## config.mk

```make
export PLATFORM = sky130hd
export DESIGN_NAME = bus_poll_command_scheduler
export DESIGN_NICKNAME = d
export VERILOG_FILES = /design/src/rtl/bpcs_pkg.sv /design/src/rtl/bpcs_cfg_regs.sv /design/src/rtl/bpcs_sched.sv /design/src/rtl/bus_poll_command_scheduler.sv
export SDC_FILE = /design/constraint.sdc
export NUM_CORES = 1
export LEC_CHECK = 0
export BUFFER_PORTS_ARGS = -buffer_cell sky130_fd_sc_hd__buf_2
export CORE_ASPECT_RATIO = 1.75
export CORE_UTILIZATION = 56
export DETAILED_ROUTE_END_ITERATION = 10
export PLACE_DENSITY = 0.81
export SYNTH_ARGS = -nofsm -noshare
export SYNTH_HDL_FRONTEND = slang
export SYNTH_SLANG_ARGS = --single-unit
```

## constraint.sdc

```tcl
create_clock -name clk -period 3.85 [get_ports clk]
set_input_delay 0.385 -clock clk [delete_from_list [all_inputs] [get_ports clk]]
set_output_delay 0.385 -clock clk [all_outputs]
set_load 0.05 [all_outputs]
```

## src/rtl/bpcs_pkg.sv

```systemverilog
// Shared types, codes and helper functions for the bus poll command scheduler.
// Depends on nothing; imported by every module of the block.
`timescale 1ns / 1ps
`default_nettype none

package bpcs_pkg;

  // Event kinds carried by one input word
  localparam logic [1:0] REQ_TICK  = 2'd0;
  localparam logic [1:0] REQ_WDONE = 2'd1;
  localparam logic [1:0] REQ_RDONE = 2'd2;
  localparam logic [1:0] REQ_POST  = 2'd3;

  // Bus actions reported in the result word
  localparam logic [1:0] ACT_NONE  = 2'd0;
  localparam logic [1:0] ACT_READ  = 2'd1;
  localparam logic [1:0] ACT_WRITE = 2'd2;
  localparam logic [1:0] ACT_RESET = 2'd3;

  // Register select (paddr bit 2)
  localparam logic REG_WDOG_LIMIT = 1'b0;
  localparam logic REG_ERR_LIMIT  = 1'b1;

  // Register reset values
  localparam logic [7:0] WDOG_LIMIT_RST = 8'd10;
  localparam logic [7:0] ERR_LIMIT_RST  = 8'd5;

  // Operation in flight on the bus
  typedef enum logic [2:0] {
    OPK_IDLE = 3'b001,
    OPK_POLL = 3'b010,
    OPK_CMD  = 3'b100
  } op_kind_t;

  typedef struct packed {
    logic [1:0] req_type;
    logic       start_refused;
    logic [5:0] byte_count;
    logic [6:0] dest_addr;
  } item_t;

  typedef struct packed {
    logic [1:0] action;
    logic [1:0] poll_slot;
    logic [6:0] cmd_dest;
    logic [5:0] cmd_len;
    logic [7:0] error_count;
    logic [7:0] poll_round;
    logic       post_accepted;
  } result_t;

  typedef struct packed {
    logic [7:0] wdog_limit;
    logic [7:0] err_limit;
  } cfg_t;

  typedef struct packed {
    logic [7:0] count;
    logic       bus_reset;
  } err_step_t;

  typedef struct packed {
    logic [1:0] slot;
    logic [7:0] round;
  } slot_adv_t;

  // Saturating error count; crossing the limit asks for a bus reset
  function automatic err_step_t err_step(logic [7:0] cnt, logic [7:0] lim);
    err_step_t r;
    r.count     = (cnt != 8'hFF) ? cnt + 8'd1 : cnt;
    r.bus_reset = 1'b0;
    if (r.count > lim) begin
      r.count     = 8'd0;
      r.bus_reset = 1'b1;
    end
    return r;
  endfunction

  // Round-robin slot step; wrapping counts one completed round
  function automatic slot_adv_t slot_advance(logic [1:0] slot, logic [7:0] round,
                                             logic [1:0] step, logic [2:0] slots);
    slot_adv_t  r;
    logic [2:0] s;
    s       = {1'b0, slot} + {1'b0, step};
    r.round = round;
    if (s >= slots) begin
      s       = 3'd0;
      r.round = round + 8'd1;
    end
    r.slot = s[1:0];
    return r;
  endfunction

endpackage

`default_nettype wire

```

## src/rtl/bpcs_cfg_regs.sv

```systemverilog
// APB-style configuration registers: watchdog limit and error limit.
// Depends on bpcs_pkg for register codes and the cfg_t bundle.
`timescale 1ns / 1ps
`default_nettype none

module bpcs_cfg_regs (
  input  wire logic         clk,
  input  wire logic         rst_n,
  input  wire logic         cfg_psel,
  input  wire logic         cfg_penable,
  input  wire logic         cfg_pwrite,
  input  wire logic [2:0]   cfg_paddr,
  input  wire logic [31:0]  cfg_pwdata,
  output logic [31:0]       cfg_prdata,
  output logic              cfg_pready,
  output bpcs_pkg::cfg_t    cfg
);
  import bpcs_pkg::*;

  logic [7:0] wdog_limit_r;
  logic [7:0] err_limit_r;
  logic       wr_en;

  assign cfg_pready = 1'b1;
  assign wr_en      = cfg_psel & cfg_penable & cfg_pwrite & cfg_pready;

  // Register writes on the access cycle
  always_ff @(posedge clk) begin
    if (!rst_n) begin
      wdog_limit_r <= WDOG_LIMIT_RST;
      err_limit_r  <= ERR_LIMIT_RST;
    end else if (wr_en) begin
      unique case (cfg_paddr[2])
        REG_WDOG_LIMIT: wdog_limit_r <= cfg_pwdata[7:0];
        REG_ERR_LIMIT:  err_limit_r  <= cfg_pwdata[7:0];
        default:        ;
      endcase
    end
  end

  // Read mux
  always_comb begin
    cfg_prdata = 32'd0;
    unique case (cfg_paddr[2])
      REG_WDOG_LIMIT: cfg_prdata = {24'd0, wdog_limit_r};
      REG_ERR_LIMIT:  cfg_prdata = {24'd0, err_limit_r};
      default:        cfg_prdata = 32'd0;
    endcase
  end

  assign cfg.wdog_limit = wdog_limit_r;
  assign cfg.err_limit  = err_limit_r;

endmodule

`default_nettype wire

```

## src/rtl/bpcs_sched.sv

```systemverilog
// Scheduler state and the per-event next-state logic.
// Depends on bpcs_pkg; the top level supplies the registered event word.
`timescale 1ns / 1ps
`default_nettype none

module bpcs_sched #(
  parameter int POLL_SLOTS       = 3,
  parameter int CMD_BUFFER_BYTES = 32
) (
  input  wire logic            clk,
  input  wire logic            rst_n,
  input  wire logic            step_en,
  input  bpcs_pkg::item_t      item,
  input  bpcs_pkg::cfg_t       cfg,
  output bpcs_pkg::result_t    res
);
  import bpcs_pkg::*;

  localparam logic [2:0] SLOTS   = 3'(POLL_SLOTS);
  localparam logic [5:0] CMD_MAX = 6'(CMD_BUFFER_BYTES);

  logic [1:0] slot_r,  slot_nxt;
  op_kind_t   op_r,    op_nxt;
  logic [7:0] wdog_r,  wdog_nxt;
  logic [7:0] err_r,   err_nxt;
  logic [5:0] plen_r,  plen_nxt;
  logic [6:0] pdest_r, pdest_nxt;
  logic [7:0] round_r, round_nxt;

  // Event evaluation against current state
  always_comb begin
    logic [1:0] action;
    logic       accepted;
    slot_adv_t  adv;
    err_step_t  es;

    slot_nxt  = slot_r;
    op_nxt    = op_r;
    wdog_nxt  = wdog_r;
    err_nxt   = err_r;
    plen_nxt  = plen_r;
    pdest_nxt = pdest_r;
    round_nxt = round_r;
    action    = ACT_NONE;
    accepted  = 1'b0;
    adv       = '0;
    es        = '0;

    unique case (item.req_type)
      REQ_TICK: begin
        wdog_nxt = wdog_r + 8'd1;
        if (wdog_nxt == cfg.wdog_limit) begin
          // watchdog expiry: force a bus reset
          if (op_r != OPK_CMD) begin
            adv       = slot_advance(slot_r, round_r, 2'd1, SLOTS);
            slot_nxt  = adv.slot;
            round_nxt = adv.round;
          end
          op_nxt  = OPK_IDLE;
          err_nxt = 8'd0;
          action  = ACT_RESET;
        end else if (op_r == OPK_IDLE) begin
          wdog_nxt = 8'd0;
          if (plen_r != 6'd0) begin
            op_nxt = OPK_CMD;
            action = ACT_WRITE;
          end else if ({1'b0, slot_r} < SLOTS) begin
            op_nxt = OPK_POLL;
            action = ACT_READ;
          end else begin
            slot_nxt = 2'd0;
          end
          // bus engine refused the transfer just issued
          if (action != ACT_NONE && item.start_refused) begin
            op_nxt  = OPK_IDLE;
            es      = err_step(err_r, cfg.err_limit);
            err_nxt = es.count;
            if (es.bus_reset) action = ACT_RESET;
          end
        end
      end
      REQ_WDONE: begin
        if (item.byte_count != 6'd0) begin
          if (op_r == OPK_POLL) begin
            adv       = slot_advance(slot_r, round_r, 2'd1, SLOTS);
            slot_nxt  = adv.slot;
            round_nxt = adv.round;
          end else begin
            plen_nxt = 6'd0;
          end
        end else begin
          es      = err_step(err_r, cfg.err_limit);
          err_nxt = es.count;
          if (es.bus_reset) action = ACT_RESET;
          if (op_r == OPK_POLL) begin
            adv       = slot_advance(slot_r, round_r, 2'd2, SLOTS);
            slot_nxt  = adv.slot;
            round_nxt = adv.round;
          end
        end
        op_nxt = OPK_IDLE;
      end
      REQ_RDONE: begin
        if (op_r == OPK_POLL) begin
          adv       = slot_advance(slot_r, round_r, 2'd1, SLOTS);
          slot_nxt  = adv.slot;
          round_nxt = adv.round;
        end
        op_nxt = OPK_IDLE;
        if (item.byte_count == 6'd0) begin
          es      = err_step(err_r, cfg.err_limit);
          err_nxt = es.count;
          if (es.bus_reset) action = ACT_RESET;
        end
      end
      REQ_POST: begin
        // store only when no command is pending; clamp to buffer size
        if (plen_r == 6'd0) begin
          plen_nxt  = (item.byte_count > CMD_MAX) ? CMD_MAX : item.byte_count;
          pdest_nxt = item.dest_addr;
          accepted  = 1'b1;
        end
      end
      default: ;
    endcase

    res.action        = action;
    res.poll_slot     = slot_nxt;
    res.cmd_dest      = pdest_nxt;
    res.cmd_len       = plen_nxt;
    res.error_count   = err_nxt;
    res.poll_round    = round_nxt;
    res.post_accepted = accepted;
  end

  // State update, one event per enabled cycle
  always_ff @(posedge clk) begin
    if (!rst_n) begin
      slot_r  <= 2'd0;
      op_r    <= OPK_IDLE;
      wdog_r  <= 8'd0;
      err_r   <= 8'd0;
      plen_r  <= 6'd0;
      pdest_r <= 7'd0;
      round_r <= 8'd0;
    end else if (step_en) begin
      slot_r  <= slot_nxt;
      op_r    <= op_nxt;
      wdog_r  <= wdog_nxt;
      err_r   <= err_nxt;
      plen_r  <= plen_nxt;
      pdest_r <= pdest_nxt;
      round_r <= round_nxt;
    end
  end

  // Slot never leaves the configured range
  a_slot_range: assert property (@(posedge clk) disable iff (!rst_n)
    {1'b0, slot_r} < SLOTS)
    else $error("poll slot out of range");

  // Pending length is bounded by the command buffer
  a_len_bound: assert property (@(posedge clk) disable iff (!rst_n)
    plen_r <= CMD_MAX)
    else $error("pending command longer than buffer");

  // A post that was taken found no command pending
  a_post_free: assert property (@(posedge clk) disable iff (!rst_n)
    step_en && res.post_accepted |-> plen_r == 6'd0)
    else $error("post stored over a pending command");

  // Watchdog counter is cleared whenever an idle tick issues a poll read
  a_wdog_clear: assert property (@(posedge clk) disable iff (!rst_n)
    step_en && item.req_type == REQ_TICK && res.action == ACT_READ |=> wdog_r == 8'd0)
    else $error("watchdog not cleared on issue");

endmodule

`default_nettype wire

```

## src/rtl/bus_poll_command_scheduler.sv

```systemverilog
// An accepted word is held in the input register, then evaluated and written
// to the result register. Throughput: one word per cycle; input register,
// single-pass event logic, result register. in_ready drops only while both
// registers hold words and the result word is not being taken.
// Reset (rst_n low, synchronous): pipeline empty, scheduler idle at slot 0,
// counters and pending command cleared, limits back to 10 and 5.
// Depends on bpcs_pkg, bpcs_cfg_regs and bpcs_sched.
`timescale 1ns / 1ps
`default_nettype none

module bus_poll_command_scheduler #(
  parameter int POLL_SLOTS       = 3,
  parameter int CMD_BUFFER_BYTES = 32
) (
  input  wire logic         clk,
  input  wire logic         rst_n,
  // event channel
  input  wire logic         in_valid,
  output logic              in_ready,
  input  wire logic [1:0]   in_req_type,
  input  wire logic         in_start_refused,
  input  wire logic [5:0]   in_byte_count,
  input  wire logic [6:0]   in_dest_addr,
  // result channel
  output logic              out_valid,
  input  wire logic         out_ready,
  output logic [1:0]        out_action,
  output logic [1:0]        out_poll_slot,
  output logic [6:0]        out_cmd_dest,
  output logic [5:0]        out_cmd_len,
  output logic [7:0]        out_error_count,
  output logic [7:0]        out_poll_round,
  output logic              out_post_accepted,
  // configuration
  input  wire logic         cfg_psel,
  input  wire logic         cfg_penable,
  input  wire logic         cfg_pwrite,
  input  wire logic [2:0]   cfg_paddr,
  input  wire logic [31:0]  cfg_pwdata,
  output logic [31:0]       cfg_prdata,
  output logic              cfg_pready
);
  import bpcs_pkg::*;

  cfg_t    cfg;
  item_t   in_word_r;
  logic    in_valid_r;
  result_t res;
  result_t out_word_r;
  logic    out_valid_r;
  logic    step_en;

  bpcs_cfg_regs u_cfg (
    .clk         (clk),
    .rst_n       (rst_n),
    .cfg_psel    (cfg_psel),
    .cfg_penable (cfg_penable),
    .cfg_pwrite  (cfg_pwrite),
    .cfg_paddr   (cfg_paddr),
    .cfg_pwdata  (cfg_pwdata),
    .cfg_prdata  (cfg_prdata),
    .cfg_pready  (cfg_pready),
    .cfg         (cfg)
  );

  // Event is processed when the result register is free or draining
  assign step_en  = in_valid_r && (!out_valid_r || out_ready);
  assign in_ready = !in_valid_r || step_en;

  // Input register
  always_ff @(posedge clk) begin
    if (!rst_n) begin
      in_valid_r <= 1'b0;
    end else if (in_ready) begin
      in_valid_r <= in_valid;
    end
  end

  always_ff @(posedge clk) begin
    if (in_valid && in_ready) begin
      in_word_r.req_type      <= in_req_type;
      in_word_r.start_refused <= in_start_refused;
      in_word_r.byte_count    <= in_byte_count;
      in_word_r.dest_addr     <= in_dest_addr;
    end
  end

  bpcs_sched #(
    .POLL_SLOTS       (POLL_SLOTS),
    .CMD_BUFFER_BYTES (CMD_BUFFER_BYTES)
  ) u_sched (
    .clk     (clk),
    .rst_n   (rst_n),
    .step_en (step_en),
    .item    (in_word_r),
    .cfg     (cfg),
    .res     (res)
  );

  // Result register
  always_ff @(posedge clk) begin
    if (!rst_n) begin
      out_valid_r <= 1'b0;
    end else if (step_en) begin
      out_valid_r <= 1'b1;
    end else if (out_ready) begin
      out_valid_r <= 1'b0;
    end
  end

  always_ff @(posedge clk) begin
    if (step_en) begin
      out_word_r <= res;
    end
  end

  assign out_valid         = out_valid_r;
  assign out_action        = out_word_r.action;
  assign out_poll_slot     = out_word_r.poll_slot;
  assign out_cmd_dest      = out_word_r.cmd_dest;
  assign out_cmd_len       = out_word_r.cmd_len;
  assign out_error_count   = out_word_r.error_count;
  assign out_poll_round    = out_word_r.poll_round;
  assign out_post_accepted = out_word_r.post_accepted;

  // Ready only drops while the input register holds a stalled word
  a_ready_low: assert property (@(posedge clk) disable iff (!rst_n)
    !in_ready |-> in_valid_r && out_valid_r && !out_ready)
    else $error("input stalled without a full pipeline");

  // Every bus reset leaves the error count cleared
  a_reset_clears_err: assert property (@(posedge clk) disable iff (!rst_n)
    out_valid_r && out_word_r.action == ACT_RESET |-> out_word_r.error_count == 8'd0)
    else $error("bus reset with nonzero error count");

  // Only a post reports an accepted command
  a_accept_kind: assert property (@(posedge clk) disable iff (!rst_n)
    step_en && res.post_accepted |-> in_word_r.req_type == REQ_POST)
    else $error("accept flag on non-post event");

endmodule

`default_nettype wire
```

==> results.sh <==
export IMPL_antenna_left=0
export IMPL_num_vias=6120
export IMPL_drtPass1Iterations=10
export IMPL_ys_top_cells_by_area="edfxtp_1 23%, dfxtp_1 18%, nand2_1 6.1%, a21oi_1 3.9%, mux2_2 2.9%"
export IMPL_drive_above_1_share_pct=18.9
export IMPL_hpwl_um=12400
export IMPL_clkPwrFrac_pct=34.0
export IMPL_synthMuxAreaShare_pct=4.26
export IMPL_grt_pass1_vias=5868
export IMPL_synthArstFlopShare_pct=0
export IMPL_core_area_mm2=0.0115
export IMPL_synth_common_cells="107 x nand2_1, 60 x dfxtp_1, 52 x a21oi_1"
export IMPL_synth_xor_area_share_pct=1.86
export IMPL_worstPathArrival_ns=3.88
export IMPL_hold_path_end="in_word_r[5]$_DFFE_PP_"
export IMPL_slew_violations=0
export IMPL_ios=127
export IMPL_cap_violations=0
export IMPL_worstSetupStartpointType="flip-flop"
export IMPL_violations="DRC"
export IMPL_holdPathStages=1
export IMPL_synthFlopType="dfxtp_1"
export IMPL_fp_dieH_um=146
export IMPL_ctsLongestPathBuffers=2
export IMPL_antenna_found_initial=0
export IMPL_grt_max_degree=53
export IMPL_cts_tree="built"
export IMPL_num_rows=52
export IMPL_grt_overflow_total=0
export IMPL_synth_top_family_by_area="compound AO/OA/AOI/OAI gates"
export IMPL_irDropWorstVdd_uv=354
export IMPL_cts_buffers_inserted=9
export IMPL_power_frac_seq_pct=48.3
export IMPL_pre_cts_ws_ns=0.208
export IMPL_wl_per_cell_um=18.9
export IMPL_critical_path_required_ns=4.04
export IMPL_powerDensity_mw_per_mm2=374
export IMPL_portBuffers=75
export IMPL_cts_sinks=110
export IMPL_syn_area_mm2=0.00660
export IMPL_wl_um=17600
export IMPL_fin_crit_sh_pct=95.9
export IMPL_crit_reg2reg_launch="u_sched.err_r[0]$_SDFFE_PN0P_"
export IMPL_reg2reg_slack_ns=0.16
export IMPL_die_width_um=84.1
export IMPL_critPathMaxFanout=12
export IMPL_path_clk_slew_ns=0.08
export IMPL_grt_pass1_wl_um=27800
export IMPL_area_delta_synth_final_pct=9.55
export IMPL_p_leak_nw=2.68
export IMPL_layout_cells_non_filler=933
export IMPL_r2r_cells=11
export IMPL_clock_root_buffer="clkbuf_16"
export IMPL_ys_types=76
export IMPL_hold_start="in_dest_addr[5]"
export IMPL_holdBufCountCts=0
export IMPL_num_fill_cells=971
export IMPL_start_util_pct=57.3
export IMPL_vias_per_cell=6.56
export IMPL_synth_seq_area_share_pct=40.9
export IMPL_clock_fmax_mhz=271
export IMPL_switchingPower_mw=0.845
export IMPL_finalCriticalPeriod_ns=3.69
export IMPL_hold_slack_ns=0.206
export IMPL_cts_htree_levels=3
export IMPL_synth_simple_gate_area_share_pct=19.7
export IMPL_crit_start="u_sched.err_r[0]$_SDFFE_PN0P_"
export IMPL_grt_total_usage_pct=28.5
export IMPL_clk_latency_ns=0.35
export IMPL_hold_viol_final=0
export IMPL_relSlewSlack_pct=42.1
export IMPL_crit_type="reg2reg"
export IMPL_synth_area_leader_cell="edfxtp_1"
export IMPL_synth_top_area_share_pct=22.7
export IMPL_crit_path_end_kind="flip-flop"
export IMPL_nNetsFinal=866
export IMPL_layout_setup_ws_ns=0.158
export IMPL_yosysMostFrequentCell="nand2_1"
export IMPL_tightest_slew_ns=0.861
export IMPL_worstReg2RegEnd="out_error_count[6]$_DFFE_PP_"
export IMPL_swShare_pct=31.3
export IMPL_drc=4
export IMPL_num_antenna_cells=0
export IMPL_dp_cells=917
export IMPL_globalplace_congestion=0.941
export IMPL_hp_class="in2reg"
export IMPL_synth_compound_area_share_pct=22.4
export IMPL_outcome="finished with violations"
export IMPL_fin_tns_setup_ns=0
export IMPL_synth_warnings=0
export IMPL_setup_violations=0
export IMPL_p_int_mw=1.86
export IMPL_cts_repair_resized=0
export IMPL_synth_edf_count=50
export IMPL_dieArea_mm2=0.0122
export IMPL_p_comb_share_pct=17.7
export IMPL_synth_area_per_cell_um2=8.89
export IMPL_post_cts_repair_setup_buffers=0
export IMPL_drt_first_iter_violations=553
export IMPL_syn_inst=743
export IMPL_yosys_area_share_adder_pct=2.84
export IMPL_ys_seq_elements=110
export IMPL_skew_ns=0.0109
per-stage QoR:
stage / area, um^2 / utilization [%] / power (mW)
3_5_place_dp: 6930 / 60.2 / 1.80
4_1_cts: 7220 / 62.7 / 2.70
6_report: 7230 / 62.8 / 2.70
2_1_floorplan: 6690 / - / 1.69
3_3_place_gp: 6930 / 60.2 / 1.78
5_1_grt: 7230 / 62.8 / 2.79
state kept, by name (all words and copies together), names as in the netlist, 2 cells and up:
| signal | count |
|---|---|
| in_word_r | 16 |
| out_action | 2 |
| out_cmd_dest | 7 |
| out_cmd_len | 6 |
| out_error_count | 8 |
| out_poll_round | 8 |
| out_poll_slot | 2 |
| u_cfg.err_limit_r | 8 |
| u_cfg.wdog_limit_r | 8 |
| u_sched.err_r | 8 |
| u_sched.op_r | 3 |
| u_sched.pdest_r | 7 |
| u_sched.plen_r | 6 |
| u_sched.round_r | 8 |
| u_sched.slot_r | 2 |
| u_sched.wdog_r | 8 |
metal layers:
layer / vias to the layer above / wire, um / global-route usage, %
met5: - / 0 / 0
met4: 0 / 1150 / 20.9
met3: 79 / 1020 / 4.93
met2: 279 / 9150 / 50.2
met1: 2939 / 6300 / 30.1
li1: 2823 / - / -
critical path, cell delays in order (launching register included):
cell	delay (ns)
dfxtp_1	0.34
ha_1	0.21
and3_1	0.28
nand3_1	0.25
mux2_2	0.40
ha_1	0.30
and4b_1	0.19
a211oi_1	0.32
o22ai_2	0.27
or3b_2	0.51
a211o_1	0.29
a2bb2oi_1	0.18
kinds of logic (layout without fill, tap and decap cells):
| kind of cell | Yosys count | after routing |
|---|---|---|
| flops | 110 | 110 |
| mux | 26 | 26 |
| xor+xnor | 14 | 14 |
| other cells | 2 | 25 |
| simple gates | 261 | 261 |
| buf+inv | 99 | 131 |
| compound gates | 216 | 216 |
| fa+ha+maj | 15 | 15 |
power groups by stage:
stage	Sequential (mW)	Clock, mW	Combinational, mW
6_report	1.31	0.919	0.479
5_1_grt	1.31	0.966	0.509
4_1_cts	1.30	0.929	0.467
3_5_place_dp	1.33	0	0.464
3_3_place_gp	1.33	0	0.455
2_1_floorplan	1.38	0	0.309
layout by cell type, fill, tap and decap left out, types with 6 or more instances in the layout:
cell type  synthesis  final
clkbuf_16          0      9
nand2_1          107    107
a31oi_1           28     28
or4_1              8      8
ha_1              15     15
buf_4             25     17
a22o_1             9      9
or3b_2             6      6
xnor2_1           10     10
nor2_1            47     47
dfxtp_1           60     60
o21ai_0           33     33
nand4_1            7      7
and2_1             6      6
a21oi_1           52     51
inv_1             23     22
nor3_1             9      9
nand3_1           25     25
a2bb2oi_1         10      9
buf_2              6     75
mux2i_1            9      9
o31ai_1            6      6
nor4_1             6      6
edfxtp_1          50     50
conb_1             2     25
o211ai_1          13     13
mux2_2            17     17
a211o_1            7      7
cell type report:
type,count,area [um^2],share of cell area (%)
multi-input combinational,557,3480,48.2
sequential,110,2700,37.4
timing repair buffer,92,503,6.95
clock buffer,9,225,3.11
tap,135,169,2.34
inverter,23,86.3,1.19
clock inverter,7,62.6,0.865
how the worst max path moves through the flow:
stage	endpoint	slack, ns	cells after the start
floorplan	out_error_count[3]$_DFFE_PP_	0.50	13
global placement	out_error_count[6]$_DFFE_PP_	0.26	11
detailed placement	out_error_count[6]$_DFFE_PP_	0.21	11
CTS	out_error_count[6]$_DFFE_PP_	0.18	11
global route	out_error_count[6]$_DFFE_PP_	-0.02	11
finish	out_error_count[6]$_DFFE_PP_	0.16	11
(Power assumes the default switching activity.)
